`config.mk`:
```
export PLATFORM = sky130hd
export DESIGN_NAME = expert_weight_gather_address_gen_core
export DESIGN_NICKNAME = d
export VERILOG_FILES = /design/src/hdl/ewga_pkg.sv /design/src/hdl/ewga_div.sv /design/src/hdl/ewga_datapath.sv /design/src/hdl/ewga_ctrl.sv /design/src/hdl/expert_weight_gather_address_gen_core.sv
export SDC_FILE = /design/constraint.sdc
export NUM_CORES = 2
export LEC_CHECK = 0
export ABC_AREA = 1
export CORE_UTILIZATION = 50
export CTS_CLUSTER_DIAMETER = 60
export DETAILED_ROUTE_END_ITERATION = 7
export DONT_BUFFER_PORTS = 1
export PLACE_DENSITY = 0.68
export SYNTH_ARGS = -nofsm -noshare
export SYNTH_HDL_FRONTEND = slang
export SYNTH_SLANG_ARGS = --single-unit
```
`constraint.sdc`:
```
create_clock -name clk -period 14.4 [get_ports clk]
set_input_delay 1.44 -clock clk [delete_from_list [all_inputs] [get_ports clk]]
set_output_delay 1.44 -clock clk [all_outputs]
set_load 0.01 [all_outputs]
```
`src/hdl/ewga_pkg.sv`:
```
// ----------------------------------------------------------------------------
// ewga_pkg
// Shared types and constants of the expert weight gather address generator.
// ----------------------------------------------------------------------------
package ewga_pkg;

    localparam int CFG_IDX_W  = 3;
    localparam int CFG_DATA_W = 24;
    localparam int DIV_W      = 16;

    localparam logic [CFG_IDX_W-1:0] CFG_FIRST_K_TILE       = 3'd0;
    localparam logic [CFG_IDX_W-1:0] CFG_TOTAL_K_TILES      = 3'd1;
    localparam logic [CFG_IDX_W-1:0] CFG_K_TILES_PER_EXPERT = 3'd2;
    localparam logic [CFG_IDX_W-1:0] CFG_N_TILES_PER_EXPERT = 3'd3;
    localparam logic [CFG_IDX_W-1:0] CFG_TILES_PER_EXPERT   = 3'd4;
    localparam logic [CFG_IDX_W-1:0] CFG_HALF_COLUMNS       = 3'd5;
    localparam logic [CFG_IDX_W-1:0] CFG_SELECTED_EXPERTS   = 3'd6;
    localparam logic [CFG_IDX_W-1:0] CFG_GATHER_MODE        = 3'd7;

    localparam logic OP_LOAD   = 1'b0;
    localparam logic OP_COLUMN = 1'b1;

    localparam logic KIND_READ  = 1'b0;
    localparam logic KIND_WRITE = 1'b1;

    localparam logic [1:0] MODE_KTILE  = 2'd0;
    localparam logic [1:0] MODE_ZERO   = 2'd1;
    localparam logic [1:0] MODE_COLUMN = 2'd2;

    typedef struct packed {
        logic        op;
        logic [3:0]  slot_index;
        logic [31:0] expert_number;
        logic [15:0] column;
        logic        first_column;
        logic        last_column;
    } in_item_t;

    typedef struct packed {
        logic        kind;
        logic [31:0] page_index;
        logic [3:0]  buffer_slot;
        logic        end_of_run;
    } out_item_t;

    typedef struct packed {
        logic capture;
        logic setup;
        logic div_start;
        logic div_latch;
        logic rd;
        logic mul;
        logic emit_read;
        logic emit_prev;
        logic emit_last;
    } cmd_t;

    typedef struct packed {
        logic div_done;
        logic out_free;
        logic has_reads;
        logic more_reads;
        logic need_prev;
        logic need_last;
    } status_t;

endpackage

```
`src/hdl/ewga_div.sv`:
```
// ----------------------------------------------------------------------------
// ewga_div
// Restoring divider, one quotient bit per cycle.
// ----------------------------------------------------------------------------
module ewga_div (
    input  logic                      clk,
    input  logic                      rst_n,
    input  logic                      start,
    input  logic [ewga_pkg::DIV_W-1:0] dividend,
    input  logic [ewga_pkg::DIV_W-1:0] divisor,
    output logic                      done,
    output logic [ewga_pkg::DIV_W-1:0] quotient,
    output logic [ewga_pkg::DIV_W-1:0] remainder
);
    import ewga_pkg::*;

    localparam int CW = $clog2(DIV_W);

    logic [CW-1:0]    count_reg;
    logic             busy_reg;
    logic             done_reg;
    logic [DIV_W-1:0] quo_reg;
    logic [DIV_W-1:0] rem_reg;
    logic [DIV_W-1:0] divisor_reg;
    logic [DIV_W:0]   rem_shift;
    logic [DIV_W+1:0] diff;
    logic [DIV_W-1:0] quo_next;
    logic [DIV_W-1:0] rem_next;

    always_comb
    begin
        rem_shift = {rem_reg, quo_reg[DIV_W-1]};
        diff      = {1'b0, rem_shift} - {2'b00, divisor_reg};
        rem_next  = diff[DIV_W+1] ? rem_shift[DIV_W-1:0] : diff[DIV_W-1:0];
        quo_next  = {quo_reg[DIV_W-2:0], ~diff[DIV_W+1]};
    end

    always_ff @(posedge clk or negedge rst_n)
    begin
        if (!rst_n)
        begin
            count_reg <= '0;
            busy_reg  <= 1'b0;
            done_reg  <= 1'b0;
        end
        else if (start)
        begin
            count_reg <= '0;
            busy_reg  <= 1'b1;
            done_reg  <= 1'b0;
        end
        else if (busy_reg)
        begin
            count_reg <= count_reg + 1'b1;
            if (count_reg == CW'(DIV_W - 1))
            begin
                busy_reg <= 1'b0;
                done_reg <= 1'b1;
            end
        end
    end

    always_ff @(posedge clk)
    begin
        if (start)
        begin
            quo_reg     <= dividend;
            rem_reg     <= '0;
            divisor_reg <= divisor;
        end
        else if (busy_reg)
        begin
            quo_reg <= quo_next;
            rem_reg <= rem_next;
        end
    end

    assign done      = done_reg;
    assign quotient  = quo_reg;
    assign remainder = rem_reg;

endmodule

```
`src/hdl/ewga_datapath.sv`:
```
// ----------------------------------------------------------------------------
// ewga_datapath
// Configuration, expert table, slot tracking, page arithmetic and output
// register.
// ----------------------------------------------------------------------------
module ewga_datapath #(
    parameter int MAX_K_TILES  = 16,
    parameter int TABLE_DEPTH  = 16,
    parameter int EXPERT_COUNT = 128
) (
    input  logic                            clk,
    input  logic                            rst_n,
    input  logic                            cfg_wr_en,
    input  logic [ewga_pkg::CFG_IDX_W-1:0]  cfg_index,
    input  logic [ewga_pkg::CFG_DATA_W-1:0] cfg_data,
    input  ewga_pkg::in_item_t              in_data,
    input  ewga_pkg::cmd_t                  cmd,
    output ewga_pkg::status_t               status,
    output logic                            out_valid,
    input  logic                            out_stall,
    output ewga_pkg::out_item_t             out_data
);
    import ewga_pkg::*;

    localparam int RW = $clog2(MAX_K_TILES + 1);
    localparam int AW = (TABLE_DEPTH > 1) ? $clog2(TABLE_DEPTH) : 1;
    localparam int EW = (EXPERT_COUNT > 1) ? $clog2(EXPERT_COUNT) : 1;

    logic [7:0]  first_k_tile_reg;
    logic [7:0]  total_k_tiles_reg;
    logic [7:0]  k_tiles_per_expert_reg;
    logic [15:0] n_tiles_per_expert_reg;
    logic [23:0] tiles_per_expert_reg;
    logic [15:0] half_columns_reg;
    logic [4:0]  selected_experts_reg;
    logic [1:0]  gather_mode_reg;

    logic [31:0] table_mem [TABLE_DEPTH];

    logic [15:0] column_reg;
    logic        first_reg;
    logic        last_reg;
    logic [RW-1:0] reads_reg;
    logic [RW-1:0] j_reg;
    logic [20:0] split_reg;
    logic        below_reg;
    logic [15:0] slot_reg;
    logic        slot_none_reg;
    logic [7:0]  kte_reg;
    logic [16:0] ne_reg;
    logic [31:0] rd_data_reg;
    logic        slot_ok_reg;
    logic [31:0] prod_e_reg;
    logic [23:0] prod_k_reg;
    logic        out_valid_reg;
    out_item_t   out_reg;

    logic [8:0]       k_diff;
    logic [7:0]       reads_full;
    logic [20:0]      split_next;
    logic [DIV_W-1:0] dividend;
    logic [DIV_W-1:0] divisor;
    logic             div_done;
    logic [DIV_W-1:0] quotient;
    logic [DIV_W-1:0] remainder;
    logic [EW-1:0]    expert;
    logic [EW+23:0]   e_full;
    logic [RW:0]      j_inc;
    logic             emit;
    logic             kte_wrap;
    logic [15:0]      slot_first;
    logic             slot_none_first;
    logic [7:0]       kte_first;
    logic [16:0]      ne_first;

    always_ff @(posedge clk or negedge rst_n)
    begin
        if (!rst_n)
        begin
            first_k_tile_reg       <= 8'd0;
            total_k_tiles_reg      <= 8'd0;
            k_tiles_per_expert_reg <= 8'd1;
            n_tiles_per_expert_reg <= 16'd0;
            tiles_per_expert_reg   <= 24'd0;
            half_columns_reg       <= 16'd1;
            selected_experts_reg   <= 5'd0;
            gather_mode_reg        <= MODE_KTILE;
        end
        else if (cfg_wr_en)
        begin
            unique case (cfg_index)
                CFG_FIRST_K_TILE:       first_k_tile_reg       <= cfg_data[7:0];
                CFG_TOTAL_K_TILES:      total_k_tiles_reg      <= cfg_data[7:0];
                CFG_K_TILES_PER_EXPERT: k_tiles_per_expert_reg <= cfg_data[7:0];
                CFG_N_TILES_PER_EXPERT: n_tiles_per_expert_reg <= cfg_data[15:0];
                CFG_TILES_PER_EXPERT:   tiles_per_expert_reg   <= cfg_data[23:0];
                CFG_HALF_COLUMNS:       half_columns_reg       <= cfg_data[15:0];
                CFG_SELECTED_EXPERTS:   selected_experts_reg   <= cfg_data[4:0];
                CFG_GATHER_MODE:        gather_mode_reg        <= cfg_data[1:0];
                default: ;
            endcase
        end
    end

    always_ff @(posedge clk)
    begin
        if (cmd.capture && in_data.op == OP_LOAD
            && 9'(in_data.slot_index) < 9'(TABLE_DEPTH))
        begin
            table_mem[AW'(in_data.slot_index)] <= in_data.expert_number;
        end
        if (cmd.rd)
        begin
            rd_data_reg <= table_mem[AW'(slot_reg)];
        end
    end

    always_comb
    begin
        k_diff     = {1'b0, total_k_tiles_reg} - {1'b0, first_k_tile_reg};
        if (total_k_tiles_reg <= first_k_tile_reg)
            reads_full = 8'd0;
        else if (k_diff[7:0] > 8'(MAX_K_TILES))
            reads_full = 8'(MAX_K_TILES);
        else
            reads_full = k_diff[7:0];
        split_next = 21'(selected_experts_reg) * 21'(half_columns_reg);
        if (gather_mode_reg == MODE_KTILE)
        begin
            dividend = 16'(first_k_tile_reg);
            divisor  = 16'(k_tiles_per_expert_reg);
        end
        else
        begin
            dividend = below_reg ? column_reg : 16'(21'(column_reg) - split_reg);
            divisor  = half_columns_reg;
        end
        if (slot_ok_reg && {1'b0, rd_data_reg} < 33'(EXPERT_COUNT))
            expert = rd_data_reg[EW-1:0];
        else
            expert = '0;
        e_full   = expert * tiles_per_expert_reg;
        j_inc    = {1'b0, j_reg} + 1'b1;
        emit     = cmd.emit_read | cmd.emit_prev | cmd.emit_last;
        kte_wrap = gather_mode_reg == MODE_KTILE && k_tiles_per_expert_reg != 8'd0
                   && {1'b0, kte_reg} + 9'd1 == {1'b0, k_tiles_per_expert_reg};
    end

    always_comb
    begin
        slot_none_first = 1'b0;
        slot_first      = 16'd0;
        kte_first       = first_k_tile_reg;
        ne_first        = 17'(column_reg);
        case (gather_mode_reg)
            MODE_KTILE:
            begin
                if (k_tiles_per_expert_reg == 8'd0)
                    slot_none_first = 1'b1;
                else
                begin
                    slot_first = quotient;
                    kte_first  = remainder[7:0];
                end
            end
            MODE_COLUMN:
            begin
                if (half_columns_reg == 16'd0)
                    slot_none_first = 1'b1;
                else
                begin
                    slot_first = quotient;
                    ne_first   = below_reg ? 17'(remainder)
                                           : 17'(half_columns_reg) + 17'(remainder);
                end
            end
            default: ;
        endcase
    end

    ewga_div u_div (
        .clk       (clk),
        .rst_n     (rst_n),
        .start     (cmd.div_start),
        .dividend  (dividend),
        .divisor   (divisor),
        .done      (div_done),
        .quotient  (quotient),
        .remainder (remainder)
    );

    always_ff @(posedge clk)
    begin
        if (cmd.capture)
        begin
            column_reg <= in_data.column;
            first_reg  <= in_data.first_column;
            last_reg   <= in_data.last_column;
        end
        if (cmd.setup)
        begin
            reads_reg <= RW'(reads_full);
            split_reg <= split_next;
            below_reg <= 21'(column_reg) < split_next;
            j_reg     <= '0;
        end
        if (cmd.div_latch)
        begin
            slot_none_reg <= slot_none_first;
            slot_reg      <= slot_first;
            kte_reg       <= kte_first;
            ne_reg        <= ne_first;
        end
        if (cmd.rd)
        begin
            slot_ok_reg <= !slot_none_reg && 17'(slot_reg) < 17'(TABLE_DEPTH);
        end
        if (cmd.mul)
        begin
            prod_e_reg <= 32'(e_full);
            prod_k_reg <= kte_reg * n_tiles_per_expert_reg;
        end
        if (cmd.emit_read)
        begin
            j_reg <= RW'(j_inc);
            if (kte_wrap)
            begin
                kte_reg  <= 8'd0;
                slot_reg <= slot_reg + 16'd1;
            end
            else
                kte_reg <= kte_reg + 8'd1;
        end
        if (cmd.emit_read)
        begin
            out_reg.kind        <= KIND_READ;
            out_reg.page_index  <= prod_e_reg + 32'(prod_k_reg) + 32'(ne_reg);
            out_reg.buffer_slot <= 4'(j_reg);
            out_reg.end_of_run  <= !status.more_reads && first_reg && !last_reg;
        end
        else if (cmd.emit_prev)
        begin
            out_reg.kind        <= KIND_WRITE;
            out_reg.page_index  <= 32'(column_reg) - 32'd1;
            out_reg.buffer_slot <= 4'd0;
            out_reg.end_of_run  <= !last_reg;
        end
        else if (cmd.emit_last)
        begin
            out_reg.kind        <= KIND_WRITE;
            out_reg.page_index  <= 32'(column_reg);
            out_reg.buffer_slot <= 4'd0;
            out_reg.end_of_run  <= 1'b1;
        end
    end

    always_ff @(posedge clk or negedge rst_n)
    begin
        if (!rst_n)
            out_valid_reg <= 1'b0;
        else if (emit)
            out_valid_reg <= 1'b1;
        else if (!out_stall)
            out_valid_reg <= 1'b0;
    end

    always_comb
    begin
        status.div_done   = div_done;
        status.out_free   = !out_valid_reg || !out_stall;
        status.has_reads  = reads_reg != '0;
        status.more_reads = j_inc < {1'b0, reads_reg};
        status.need_prev  = !first_reg;
        status.need_last  = last_reg;
    end

    assign out_valid = out_valid_reg;
    assign out_data  = out_reg;

endmodule

```
`src/hdl/ewga_ctrl.sv`:
```
// ----------------------------------------------------------------------------
// ewga_ctrl
// Sequencer for one transaction: setup, divide, reads, output writes.
// ----------------------------------------------------------------------------
module ewga_ctrl (
    input  logic              clk,
    input  logic              rst_n,
    input  logic              in_valid,
    input  logic              in_op,
    output logic              in_stall,
    input  ewga_pkg::status_t status,
    output ewga_pkg::cmd_t    cmd
);
    import ewga_pkg::*;

    typedef enum logic [8:0] {
        ST_IDLE  = 9'b000000001,
        ST_SETUP = 9'b000000010,
        ST_START = 9'b000000100,
        ST_DIV   = 9'b000001000,
        ST_RD    = 9'b000010000,
        ST_MUL   = 9'b000100000,
        ST_EMIT  = 9'b001000000,
        ST_WPREV = 9'b010000000,
        ST_WLAST = 9'b100000000
    } state_t;

    state_t state_reg;
    state_t state_next;
    state_t after_reads;

    always_comb
    begin
        if (status.need_prev)
            after_reads = ST_WPREV;
        else if (status.need_last)
            after_reads = ST_WLAST;
        else
            after_reads = ST_IDLE;
    end

    always_comb
    begin
        state_next = state_reg;
        cmd        = '0;
        in_stall   = 1'b1;
        unique case (state_reg)
            ST_IDLE:
            begin
                in_stall    = 1'b0;
                cmd.capture = in_valid;
                if (in_valid && in_op == OP_COLUMN)
                    state_next = ST_SETUP;
            end
            ST_SETUP:
            begin
                cmd.setup  = 1'b1;
                state_next = ST_START;
            end
            ST_START:
            begin
                cmd.div_start = 1'b1;
                state_next    = ST_DIV;
            end
            ST_DIV:
            begin
                if (status.div_done)
                begin
                    cmd.div_latch = 1'b1;
                    state_next    = status.has_reads ? ST_RD : after_reads;
                end
            end
            ST_RD:
            begin
                cmd.rd     = 1'b1;
                state_next = ST_MUL;
            end
            ST_MUL:
            begin
                cmd.mul    = 1'b1;
                state_next = ST_EMIT;
            end
            ST_EMIT:
            begin
                if (status.out_free)
                begin
                    cmd.emit_read = 1'b1;
                    state_next    = status.more_reads ? ST_RD : after_reads;
                end
            end
            ST_WPREV:
            begin
                if (status.out_free)
                begin
                    cmd.emit_prev = 1'b1;
                    state_next    = status.need_last ? ST_WLAST : ST_IDLE;
                end
            end
            ST_WLAST:
            begin
                if (status.out_free)
                begin
                    cmd.emit_last = 1'b1;
                    state_next    = ST_IDLE;
                end
            end
            default:
            begin
                state_next = ST_IDLE;
            end
        endcase
    end

    always_ff @(posedge clk or negedge rst_n)
    begin
        if (!rst_n)
            state_reg <= ST_IDLE;
        else
            state_reg <= state_next;
    end

endmodule

```
`src/hdl/expert_weight_gather_address_gen_core.sv`:
```
// ----------------------------------------------------------------------------
// expert_weight_gather_address_gen_core
// Gathered mixture-of-experts page index generator: weight-page reads per
// column transaction, output-page writes one column behind, plus the current
// column's page on the last column.
//   channel | direction | handshake           | payload
//   in      | input     | in_valid / in_stall   | ewga_pkg::in_item_t
//   out     | output    | out_valid / out_stall | ewga_pkg::out_item_t
//   cfg     | input     | cfg_wr_en             | cfg_index, cfg_data
//
// A load transaction writes the expert table and leaves the sequencer idle.
// A column transaction runs the serial divider that finds the first slot,
// then a table read, a multiply and an add per read, then the writes.
// Reset clears the state machine, configuration and output valid.
// A stalled output holds the sequencer; the table needs no clearing pass.
// ----------------------------------------------------------------------------
module expert_weight_gather_address_gen_core #(
    parameter int MAX_K_TILES  = 16,
    parameter int TABLE_DEPTH  = 16,
    parameter int EXPERT_COUNT = 128
) (
    input  logic                            clk,
    input  logic                            rst_n,
    input  logic                            cfg_wr_en,
    input  logic [ewga_pkg::CFG_IDX_W-1:0]  cfg_index,
    input  logic [ewga_pkg::CFG_DATA_W-1:0] cfg_data,
    input  logic                            in_valid,
    output logic                            in_stall,
    input  ewga_pkg::in_item_t              in_data,
    output logic                            out_valid,
    input  logic                            out_stall,
    output ewga_pkg::out_item_t             out_data
);
    import ewga_pkg::*;

    cmd_t    cmd;
    status_t status;

    ewga_ctrl u_ctrl (
        .clk      (clk),
        .rst_n    (rst_n),
        .in_valid (in_valid),
        .in_op    (in_data.op),
        .in_stall (in_stall),
        .status   (status),
        .cmd      (cmd)
    );

    ewga_datapath #(
        .MAX_K_TILES  (MAX_K_TILES),
        .TABLE_DEPTH  (TABLE_DEPTH),
        .EXPERT_COUNT (EXPERT_COUNT)
    ) u_datapath (
        .clk       (clk),
        .rst_n     (rst_n),
        .cfg_wr_en (cfg_wr_en),
        .cfg_index (cfg_index),
        .cfg_data  (cfg_data),
        .in_data   (in_data),
        .cmd       (cmd),
        .status    (status),
        .out_valid (out_valid),
        .out_stall (out_stall),
        .out_data  (out_data)
    );

endmodule

```
==> metrics.md <==
| Metric | Value |
|---|---|
| Fin nets | 5,932 |
| Post-Synthesis Cells | 5,423 |
| Count leader, synth | nand2_1 |
| Total leakage power | 24.1 nW |
| Measured slew at the worst slew-check pin | 1.16 ns |
| Core area | 102,000 sq um |
| R2R Path End | u_datapath.prod_e_reg[20] |
| Gr ovfl total | 0 |
| Sequential share of power | 40.2% |
| Combinational share of power | 29.3% |
| Worst R2R Start | u_datapath.rd_data_reg[27] |
| Htree depth | 3 |
| Ys flop type | edfxtp_1 |
| Sw power | 0.00283 W |
| Worst min path class | in -> async |
| RePlAce Congestion | 0.942 |
| Synthesized area | 52,000 sq um |
| Port Buf Inserts | 0 |
| Largest family of logic cells by synthesized area | simple AND/OR/NAND/NOR gates |
| Final setup violation count | 0 |
| Largest area contributor in the netlist | edfxtp_1 |
| Compound-Gate Fraction of Synth Area | 10.3% |
| Post-Synth Adder-Cell Area | 15.5% |
| Clock latency on the worst-skew pair | 0.69 ns |
| Max-Cap Viols | 0 |
| DRT Pass-1 Iters | 6 |
| Setup TNS | 0 ns |
| Die area | 105,000 sq um |
| Share of layout cells above drive strength 1 | 4.65% |
| Netlist cell types | 58 |
| Slew headroom | 22.1% |
| Initial DRC count | 3,538 |
| Post-CTS setup buffers | 0 |
| Vias per cell | 5.63 |
| Sw Ratio | 35.1% |
| Largest net degree at the start of global routing | 104 |
| Drc violations | 0 |
| Final Skew | 0.0386 ns |
| Number of flip-flops in the largest register | 512 |
| Per-cell routed wire length | 20.5 um |
| Power Total | 0.00805 W |
| Simple-gate share of the synthesized area | 16.4% |
| # hold bufs at CTS | 0 |
| Total wire length | 139,000 um |
| CP Max Fanout | 19 |
| Post-Synth XOR/XNOR Area | 2.23% |
| Arrival time worst endpoint | 6.71 ns |
| Area delta synth->final | 8.72% |
| Final Hold Vio Count | 0 |
| Root buf cell | clkbuf_16 |
| Initial Util | 50.7% |
| ANT nets after route | 0 |
| Non-Filler Instances | 6,808 |
| Initial antenna violation count | 5 |
| #FFs+latches synth | 876 |
| IO Count | 127 |
| First-pass GRT wire length | 216,000 um |
| Outcome | completed |
| Fin util | 55.1% |
| Synth area leaders | edfxtp_1 (43%), fa_1 (9.9%), nand2_1 (7.3%) |
| Maximum buffer depth of the clock tree | 3 |
| Avg Cell Area, Syn | 9.58 sq um |
| Tmin final | 6.28 ns |
| Clk network pwr share | 30.5% |
| Cts bufs inserted | 99 |
| Required time worst endpoint | 14.83 ns |
| R2r setup slk | 8.12 ns |
| Clock Sinks | 876 |
| Pwr dens | 142 nW/um^2 |
| FF-to-FF path depth | 21 |
| Mux contribution to synthesized area | 0.0217% |
| P_int | 0.00523 W |
| Critical Path Sink Type | register |
| Post-synth top cells | nand2_1 (1,014), edfxtp_1 (740), inv_1 (669) |
| Post-Place Cells | 6,623 |
| Yosys top cell area share | 42.8% |
| Max Freq | 159 MHz |
| HPWL after detailed placement | 96,100 um |
| Number of synthesized flops with an enable pin | 740 |
| Site row count | 117 |
| Die width | 324 um |
| Register area share after synthesis | 49.0% |
| Ys Warns | 0 |
| CTS clk-pin slew, worst paths | 0.06 ns |
| Number of global-route vias before repair | 37,432 |
| Post-Syn Nets | 5,999 |
| Via count | 38,328 |
| Period utilization | 43.6% |
| Slew Limit Fails | 0 |
| Ys async rst share | 11.8% |
| Design area | 56,500 sq um |
| CP Launch Type | register |
| CTS tree | built |
| Worst vdd ir | 0.129 mV |
| Area after DPL | 53,300 sq um |
| Post-CTS sizing | 0 |
| Die Ht | 324 um |
| GRT Util Overall | 26.4% |
| RSZ-0062 raised after global routing | no |
| Crit path kind | reg -> reg |
[critical path: stages, from the launching register on]
cell and delay (ns):
edfxtp_1 0.37, nor2_1 0.11, nand2_1 0.06, nor3_1 0.15, and3_1 0.25, nand4_1 0.23, inv_2 0.19, nand2_1 0.48
inv_1 0.33, nand2_1 0.12, fa_1 0.55, fa_1 0.57, inv_1 0.06, fa_1 0.51, fa_1 0.49, ha_1 0.39
nand2_1 0.09, o21ai_0 0.37, inv_1 0.08, o21ai_1 0.32, a21oi_1 0.14, xnor2_1 0.15
[layout make-up]
| cell class | instances | area, sq um |
|---|---|---|
| antenna | 2 | 5.00 |
| timing repair buffer | 39 | 293 |
| inverter | 686 | 2580 |
| clock buffer | 118 | 2590 |
| sequential | 876 | 25500 |
| fill | 9004 | 46000 |
| multi-input combinational | 3654 | 23300 |
| tap | 1368 | 1710 |
| clock inverter | 65 | 602 |
[metrics by stage]
stage               hold slack, ns  setup slack [ns]
floorplan                    0.453              9.40
global placement             0.466              8.19
detailed placement           0.474              8.13
CTS                          0.404              8.11
global route                 0.424              7.66
finish                       0.462              8.12
[power groups by stage]
stage	combinational [W]	sequential [W]	clock, W
after CTS	0.00233	0.00323	0.00249
final	0.00236	0.00324	0.00246
after floorplan	0.00177	0.00315	0
after global routing	0.00266	0.00325	0.00258
after detailed placement	0.00232	0.00328	0
after global placement	0.00228	0.00328	0
[cell usage in the layout (no fill, tap or decap), drive strengths merged, types with 2 or more instances in the layout]
cell type,Yosys,routed
a21o,16,16
nand3,214,214
nand3b,10,10
a31oi,9,9
o21ai,530,530
nand4,82,82
diode,0,2
fa,257,257
nor2b,2,2
o22ai,76,76
xnor2,43,43
a22oi,2,2
o211ai,36,36
o221ai,54,54
clkbuf,160,118
inv,684,698
and2,3,3
a211oi,4,4
clkinv,2,47
o21a,4,4
edfxtp,740,740
bufinv,0,5
a21oi,218,218
a31o,2,2
nor4,16,16
xor2,86,86
and3,6,6
o31ai,2,2
a21boi,6,6
o21bai,9,9
buf,47,39
dfxtp,33,33
nor3,45,45
dfstp,3,3
nand2,1017,1017
dfrtp,100,100
ha,232,232
nor2,663,663
or2,4,4
[kinds of logic after synthesis]
kind of cell | Yosys count
and+or+nand+nor | 2064
xor gates and xnor gates | 130
DFF | 876
buffers and inverters | 893
adders and majority gates | 489
muxes | 1
AOI/OAI and AO/OA | 970
[worst max path at each step]
stage          slack (ns)                         to                        from
5_1_grt              7.66  u_datapath.prod_e_reg[16]  u_datapath.rd_data_reg[27]
3_3_place_gp         8.19  u_datapath.prod_e_reg[20]  u_datapath.rd_data_reg[27]
2_1_floorplan        9.40  u_datapath.prod_e_reg[17]  u_datapath.rd_data_reg[27]
3_5_place_dp         8.13  u_datapath.prod_e_reg[20]  u_datapath.rd_data_reg[28]
6_report             8.12  u_datapath.prod_e_reg[20]  u_datapath.rd_data_reg[27]
4_1_cts              8.11  u_datapath.prod_e_reg[20]  u_datapath.rd_data_reg[27]
[layer usage]
metal  wire length [um]  GRT usage [%]  share of wire, %
met3              10100           4.34               7.3
met2              63900           41.8                46
met4               4830           9.54               3.5
met5                 63              0             0.045
met1              60400           36.8                43
No activity file was read; power rests on OpenSTA's default activity.
